$ cat config.mk
export PLATFORM = sky130hd
export DESIGN_NAME = brr_avm_mul
export DESIGN_NICKNAME = d
export VERILOG_FILES = /design/src/rtl/brr_adpcm_voice_mixer_unit_macros.svh /design/src/rtl/brr_avm_mul.sv
export SDC_FILE = /design/constraint.sdc
export NUM_CORES = 1
export LEC_CHECK = 0
export BUFFER_PORTS_ARGS = -buffer_cell sky130_fd_sc_hd__buf_2
export CORE_MARGIN = 8
export CORE_UTILIZATION = 40
export DETAILED_ROUTE_END_ITERATION = 8
export GPL_TIMING_DRIVEN = 1
export PLACE_DENSITY = 0.53
export SLEW_MARGIN = 25
export SYNTH_ARGS = -nofsm -noshare
export SYNTH_HDL_FRONTEND = slang
export SYNTH_SLANG_ARGS = --single-unit
export TNS_END_PERCENT = 20
$ cat constraint.sdc
create_clock -name vclk -period 16.8
set_input_delay 3.36 -clock vclk [all_inputs]
set_output_delay 3.36 -clock vclk [all_outputs]
set_load 0.01 [all_outputs]
$ cat src/rtl/brr_adpcm_voice_mixer_unit_macros.svh
// Assertion macros shared by the voice mixer RTL.
// Included by the files that carry concurrent assertions; depends on nothing.
`ifndef BRR_ADPCM_VOICE_MIXER_UNIT_MACROS_SVH
`define BRR_ADPCM_VOICE_MIXER_UNIT_MACROS_SVH
`ifndef SYNTHESIS
`define BRR_AVM_ASSERT_IMP(lbl, clk, rst_n, ante, cons, msg) \
    lbl: assert property (@(posedge clk) disable iff (!rst_n) (ante) |-> (cons)) \
        else $error(msg);
`define BRR_AVM_ASSERT_NXT(lbl, clk, rst_n, ante, cons, msg) \
    lbl: assert property (@(posedge clk) disable iff (!rst_n) (ante) |=> (cons)) \
        else $error(msg);
`else
`define BRR_AVM_ASSERT_IMP(lbl, clk, rst_n, ante, cons, msg)
`define BRR_AVM_ASSERT_NXT(lbl, clk, rst_n, ante, cons, msg)
`endif
`endif

$ cat src/rtl/brr_avm_mul.sv
// Shared multiply unit: signed product scaled down by a power of two, truncating toward zero.
// Depends on nothing; used by the top level for filters and mixing.
`timescale 1ns / 1ps
`default_nettype none
module brr_avm_mul (
    input  logic signed [15:0] a,
    input  logic signed [7:0]  k,
    input  logic [2:0]         sh,
    output logic signed [17:0] res
);
    logic signed [23:0] prod;
    logic signed [23:0] bias;
    logic signed [23:0] biased;
    logic signed [23:0] shifted;

    always_comb
    begin
        prod    = a * k;
        // A negative product is biased so that the arithmetic shift rounds toward zero.
        bias    = prod[23] ? ((24'sd1 <<< sh) - 24'sd1) : 24'sd0;
        biased  = prod + bias;
        shifted = biased >>> sh;
        res     = shifted[17:0];
    end

endmodule
`default_nettype wire
==> impl_metrics.ini, run 1 <==
[outcome]
status = finished, final reports clean

[layout]
clkbuf_count = 0
syn_to_final_growth_pct = 5.46
seq_area_sq_um = 0
drive_gt1_share_pct = 10.1
n_fill_cell = 1777
nNetsFinal = 1058
seq_cell_count = 0
multi_input_area_sq_um = 6150
n_antenna_cell = 0

[setup_path]
crit_path_top_delay_cell = xnor2_1
crit_family = adder cells
crit_required_ps = 13440
path_class = in2out
worst_setup_path_end_kind = primary output
cp_data_arrival_time_ps = 11460
critical_path_buf_inv_count = 5
path_max_fanout = 14
crit_top_cell = fa_1
start_kind = input port
max_stage_delay_ps = 680

[placement]
gp_congestion = 0.806
hpwl_microns = 13400
portBuffers = 45

[worst_hold_path]
worstHoldPathCells = 3
hp-start = sh[1]
hold_path.class = in2out
hold_path_end = res[15]

[logic_synthesis]
netlist.area_leader.share_pct = 30.4
avgSynthCellArea_sq_um = 8.10
yosysMostFrequentCell = inv_1
synth_area_leaders = fa_1 30%, ha_1 11%, and2_1 8.5%
yosysTopAreaCell = fa_1
synth_common_cells = 147 x inv_1, 104 x fa_1, 93 x and2_1
ys_seq_area_share_pct = 0
post_synth_num_cell_types = 78
netlist_area_sq_um = 6850
ys_warn_count = 0
syn-instance-count = 846

[sta]
fin_crit_sh_pct = 88.2
finalHoldViolCount = 0
setup_viol_count_final = 0
min_period_ps = 14820
tightest_slew_ps = 793
tns_ps = 0
drv_slew = 0
relSlewSlack_pct = 46.8
rsz0062_at_grt = no
fmax_mhz = 67.5

[drt]
routedWlPerCell_microns = 14.4
route.detailed.drc = 0
viasPerCell = 5.07
wirelength_microns = 15700
ant_nets = 0
first_iter_violations = 283
drt_first_pass_iters = 4
num_vias = 5512

[global_routing]
grt_pass1_wl_microns = 28200
grt_usage_pct = 15.2
overflow = 0
grt_pass1_vias = 5835
antenna_found_initial = 0
grt_max_degree = 38

[floorplanning]
ios = 45
initial_core_util_pct = 40.3
rows = 48
die_area_sq_um = 21600
die_h_microns = 147
die_width_microns = 147
core_sq_um = 17000

[clocking]
post_cts_buffers = 0
cts_hold_buf = 0
cts.repair.resized = 0

[run]
max_cap_violations = 0
routing by layer:
metal,routed length (microns),GRT usage [%],part of all wire (%),up-vias
li1,-,-,-,2779
met1,7240,20.0,46,2679
met2,8130,28.7,52,45
met3,226,0.154,1.4,9
met4,93,0.670,0.59,0
met5,0,0,0,-
worst max-delay path by stage:
stage / startpoint / end / slack (ps) / cells after the start
floorplan: k[7] / res[17] / 3170 / 29
global placement: k[7] / res[13] / 2040 / 30
detailed placement: k[7] / res[13] / 2010 / 30
CTS: k[7] / res[13] / 1960 / 30
global route: k[7] / res[13] / 1320 / 30
finish: k[7] / res[13] / 1980 / 29
logic make-up (layout without fill, tap and decap cells):
logic type	count (synthesis)	in the layout	share of synthesized area [%]
AND/OR/NAND/NOR	269	269	20.6
buffers and inverters	180	195	10.3
adder cells (fa/ha/maj)	166	166	41.7
AO/OA/AOI/OAI	148	148	14.9
XOR/XNOR	49	49	6.49
multiplexers	33	33	5.85
other	1	3	0.0548
cells in the final DEF (no fill, tap or decap), drive strengths merged, types with 4 or more instances in the layout:
| cell type | netlist | final |
|---|---|---|
| inv | 148 | 148 |
| buf | 12 | 46 |
| nor3 | 13 | 13 |
| nand3 | 10 | 10 |
| a21o | 8 | 8 |
| a21oi | 48 | 48 |
| xor2 | 11 | 11 |
| nand4 | 5 | 5 |
| ha | 62 | 62 |
| xnor2 | 38 | 38 |
| mux2i | 17 | 17 |
| and2 | 93 | 93 |
| nand2 | 56 | 56 |
| o22ai | 7 | 7 |
| or3 | 4 | 4 |
| fa | 104 | 104 |
| a211oi | 5 | 5 |
| o211ai | 10 | 10 |
| o21ai | 30 | 30 |
| o21a | 6 | 6 |
| a2111oi | 4 | 4 |
| nor2 | 52 | 52 |
| nor2b | 12 | 12 |
| mux2 | 13 | 13 |
| a221oi | 4 | 4 |
| nand2b | 9 | 9 |
cell type report:
type,instances,share of cell area (%)
multi-input cells,668,85.1
inverters,149,7.74
well taps,225,3.90
repair buffers,46,3.22
stage by stage:
stage | hold WS (ps) | instances | cell area, sq um | setup slack (ps) | utilization (%)
CTS | 7330 | 1088 | 7220 | 1960 | 42.5
global route | 7380 | 1088 | 7220 | 1320 | 42.5
global placement | 7340 | 1088 | 7220 | 2040 | 42.5
detailed placement | 7330 | 1088 | 7220 | 2010 | 42.5
finish | 7330 | 1088 | 7220 | 1980 | 42.5
floorplan | 7190 | 848 | 6860 | 3170 | -
Power of run 1 is left out: the tool's default activity adds up to more than one toggle a clock period on the data nets, which glitch-free logic cannot reach.
==> run 2, diff against run 1 <==
==> constraint.sdc (replaced) <==
create_clock -name vclk -period 19
set_input_delay 3.8 -clock vclk [all_inputs]
set_output_delay 3.8 -clock vclk [all_outputs]
set_load 0.01 [all_outputs]
==> impl_metrics.ini, run 2 (synthesis gave the netlist of run 1 again) <==
[drt]
route.detailed.drc = 0
num_vias = 5474
first_iter_violations = 183
routedWlPerCell_microns = 14.6
viasPerCell = 5.03
drt_first_pass_iters = 4
ant_nets = 0
wirelength_microns = 15900

[global_routing]
grt_pass1_wl_microns = 28300
met3_usage_pct = 0.0615
overflow = 0
grt_util_met2_pct = 28.9
grt_usage_pct = 15.3
use_met1_pct = 20.3
grt_max_degree = 38
busiest_layer = met2
antenna_found_initial = 0
grt_pass1_vias = 5784

[floorplanning]
ios = 45
rows = 48
core_sq_um = 17000
initial_core_util_pct = 40.3
die_h_microns = 147
die_area_sq_um = 21600
die_width_microns = 147

[sta]
finalHoldViolCount = 0
tightest_slew_ps = 845
fin_crit_sh_pct = 82.6
setup_viol_count_final = 0
min_period_ps = 15700
tns_ps = 0
fmax_mhz = 63.7
rsz0062_at_grt = no
drv_slew = 0
relSlewSlack_pct = 43.3

[clocking]
cts_hold_buf = 0
post_cts_buffers = 0
cts.repair.resized = 0

[placement]
gp_congestion = 0.801
hpwl_microns = 13400
portBuffers = 45

[layout]
seq_area_sq_um = 0
nNetsFinal = 1058
final_common_cell = inv_1
seq_cell_count = 0
final_cell_mix = 147 x inv_1, 104 x fa_1, 93 x and2_1
n_antenna_cell = 0
syn_to_final_growth_pct = 5.46
drive_gt1_share_pct = 10.1
n_fill_cell = 1797
final_util_pct = 42.5
clkbuf_count = 0

[setup_path]
path_class = in2out
worst_setup_path_end_kind = primary output
max_stage_delay_ps = 720
crit_top_cell = fa_1
crit_path_top_delay_cell = xnor2_1
path_max_fanout = 14
cp_data_arrival_time_ps = 11900
crit_required_ps = 15200
start_kind = input port

[worst_hold_path]
hold_path.class = in2out
worstHoldPathCells = 3

[outcome]
status = finished, final reports clean

[run]
max_cap_violations = 0
==> run 2: cell counts in the layout (fill, tap and decap cells not counted) <==
No cell type changed its count.
==> run 2: per-layer routing <==
| layer | vias to the layer above | wire (microns) |
|---|---|---|
| li1 | 2778 | - |
| met1 | 2656 | 7460 |
| met2 | 36 | 8220 |
| met3 | 4 | 186 |
| met4 | 0 | 36 |
| met5 | - | 0 |
==> run 2: cell type report <==
type | count | area (sq um) | share of cell area [%]
Inverter | 149 | 559 | 7.74
Timing Repair Buffer | 46 | 233 | 3.22
Multi-Input combinational cell | 668 | 6150 | 85.1
Tap cell | 225 | 282 | 3.90
==> run 2: stage by stage <==
| step | instances | setup slack, ps | cell area [sq um] | hold slack [ps] |
|---|---|---|---|---|
| after floorplan | 848 | 4490 | 6860 | 8070 |
| after global placement | 1088 | 3370 | 7220 | 8220 |
| after detailed placement | 1088 | 3300 | 7220 | 8210 |
| after CTS | 1088 | 3260 | 7220 | 8210 |
| after global routing | 1088 | 2740 | 7220 | 8270 |
| final | 1088 | 3300 | 7220 | 8220 |
==> run 2: final timing paths <==
check              from  endpoint  slack, ps
hold / removal    sh[1]   res[15]       8220
setup / recovery   k[7]   res[17]       3300
==> run 2: worst max-delay path, delay by kind of cell <==
family                     cells  cell delay, ps
and+or+nand+nor                3             430
muxes                          1              90
xor gates and xnor gates       2             940
AOI/OAI and AO/OA             13            2940
buffers and inverters          5             810
adders and majority gates      6            2850
Power of run 2 is left out for the same reason.
==> run 3, diff against run 2 <==
--- a/config.mk
+++ b/config.mk
@@ -5,12 +5,13 @@
 export SDC_FILE = /design/constraint.sdc
 export NUM_CORES = 1
 export LEC_CHECK = 0
+export ABC_AREA = 1
 export BUFFER_PORTS_ARGS = -buffer_cell sky130_fd_sc_hd__buf_2
 export CORE_MARGIN = 8
 export CORE_UTILIZATION = 40
 export DETAILED_ROUTE_END_ITERATION = 8
 export GPL_TIMING_DRIVEN = 1
-export PLACE_DENSITY = 0.53
+export PLACE_DENSITY = 0.52
 export SLEW_MARGIN = 25
 export SYNTH_ARGS = -nofsm -noshare
 export SYNTH_HDL_FRONTEND = slang
==> constraint.sdc (replaced) <==
create_clock -name vclk -period 15.6
set_input_delay 3.12 -clock vclk [all_inputs]
set_output_delay 3.12 -clock vclk [all_outputs]
set_load 0.01 [all_outputs]
==> impl_metrics.ini, run 3 <==
[outcome]
status = finished, final reports clean

[logic_synthesis]
synth-compound-area-share_pct = 5.94
muxShareOfSynthArea_pct = 0.832
synth_area_leaders = fa_1 29%, nand2_1 17%, inv_1 16%
avgSynthCellArea_sq_um = 6.22
netlist.area_leader.share_pct = 28.8
synth_xor_area_share_pct = 3.64
synthSimpleGateAreaFrac_pct = 31.5
synth_common_cells = 334 x nand2_1, 306 x inv_1, 104 x fa_1
synth_top_family_by_area = adder cells
synthAdderAreaFrac_pct = 39.6
yosysMostFrequentCell = nand2_1
ys_seq_area_share_pct = 0
yosysTopAreaCell = fa_1
ys_warn_count = 0
netlist_area_sq_um = 7220
post_synth_num_cell_types = 39
syn-instance-count = 1161

[layout]
drive_gt1_share_pct = 6.43
clkbuf_count = 0
n_fill_cell = 1996
nNetsFinal = 1362
seq_cell_count = 0
syn_to_final_growth_pct = 4.90
seq_area_sq_um = 0
n_antenna_cell = 0
final_cell_mix = 334 x nand2_1, 306 x inv_1, 104 x fa_1
final_common_cell = nand2_1

[setup_path]
max_stage_delay_ps = 710
crit_family = adder cells
crit_top_cell = nand3_1
critical_path_buf_inv_count = 6
path_class = in2out
path_max_fanout = 16
crit_path_top_delay_cell = fa_1
crit_required_ps = 12480
worst_setup_path_end_kind = primary output
cp_data_arrival_time_ps = 10170
start_kind = input port

[drt]
num_vias = 6562
drt_first_pass_iters = 4
first_iter_violations = 314
route.detailed.drc = 0
viasPerCell = 4.70
ant_nets = 0
routedWlPerCell_microns = 12.4
wirelength_microns = 17300

[clocking]
cts.repair.resized = 0
cts_hold_buf = 0
post_cts_buffers = 0

[sta]
finalHoldViolCount = 0
rsz0062_at_grt = no
fmax_mhz = 75.2
tightest_slew_ps = 648
min_period_ps = 13290
tns_ps = 0
fin_crit_sh_pct = 85.2
drv_slew = 0
relSlewSlack_pct = 56.8
setup_viol_count_final = 0

[worst_hold_path]
hold_path.class = in2out

[placement]
hpwl_microns = 15200
portBuffers = 45
gp_congestion = 0.819

[global_routing]
use_met1_pct = 21.9
busiest_layer = met2
grt_max_degree = 27
antenna_found_initial = 0
grt_usage_pct = 16.3
grt_pass1_wl_microns = 31200
grt_pass1_vias = 6844
met3_usage_pct = 0.0902
grt_util_met2_pct = 30.2
overflow = 0

[floorplanning]
die_width_microns = 150
rows = 49
initial_core_util_pct = 40.5
die_h_microns = 150
die_area_sq_um = 22600
core_sq_um = 17800
ios = 45

[run]
max_cap_violations = 0
## run 3: logic make-up after synthesis
logic type,Yosys count
simple gates,531
buf+inv,352
fa+ha+maj,166
compound gates,75
xor+xnor,30
mux,6
other cells,1
## run 3: layout make-up
type                            count  area, sq um  share of cell area, %
Multi-Input combinational cell    811         5900                   77.8
Timing Repair Buffer               45          225                   2.97
Inverter                          311         1170                   15.4
Tap cell                          229          287                   3.78
## run 3: stage by stage
stage	util (%)	setup slack [ps]	instances	hold WS [ps]	cell area (sq um)
CTS	42.5	2270	1396	6720	7570
global placement	42.5	2420	1396	6710	7570
finish	42.5	2310	1396	6720	7570
floorplan	-	2910	1163	6430	7230
global route	42.5	1630	1396	6750	7570
detailed placement	42.5	2300	1396	6720	7570
## run 3: worst paths after layout
path / endpoint / start / slack [ps] / depth (start not counted)
max: res[14] / k[2] / 2310 / 36
min: res[13] / sh[2] / 6720 / 4
## run 3: tightest hold or removal path: stages
cell and delay, ps:
buf_2 190, nand3_1 110, nand2_1 40, buf_2 130
## run 3: routing by layer
metal  vias up  share of wire (%)
met5         -                  0
met4         0               0.23
met3         4                1.2
met2        43                 50
met1      3048                 49
li1       3467                  -
Power of run 3 is left out for the same reason.
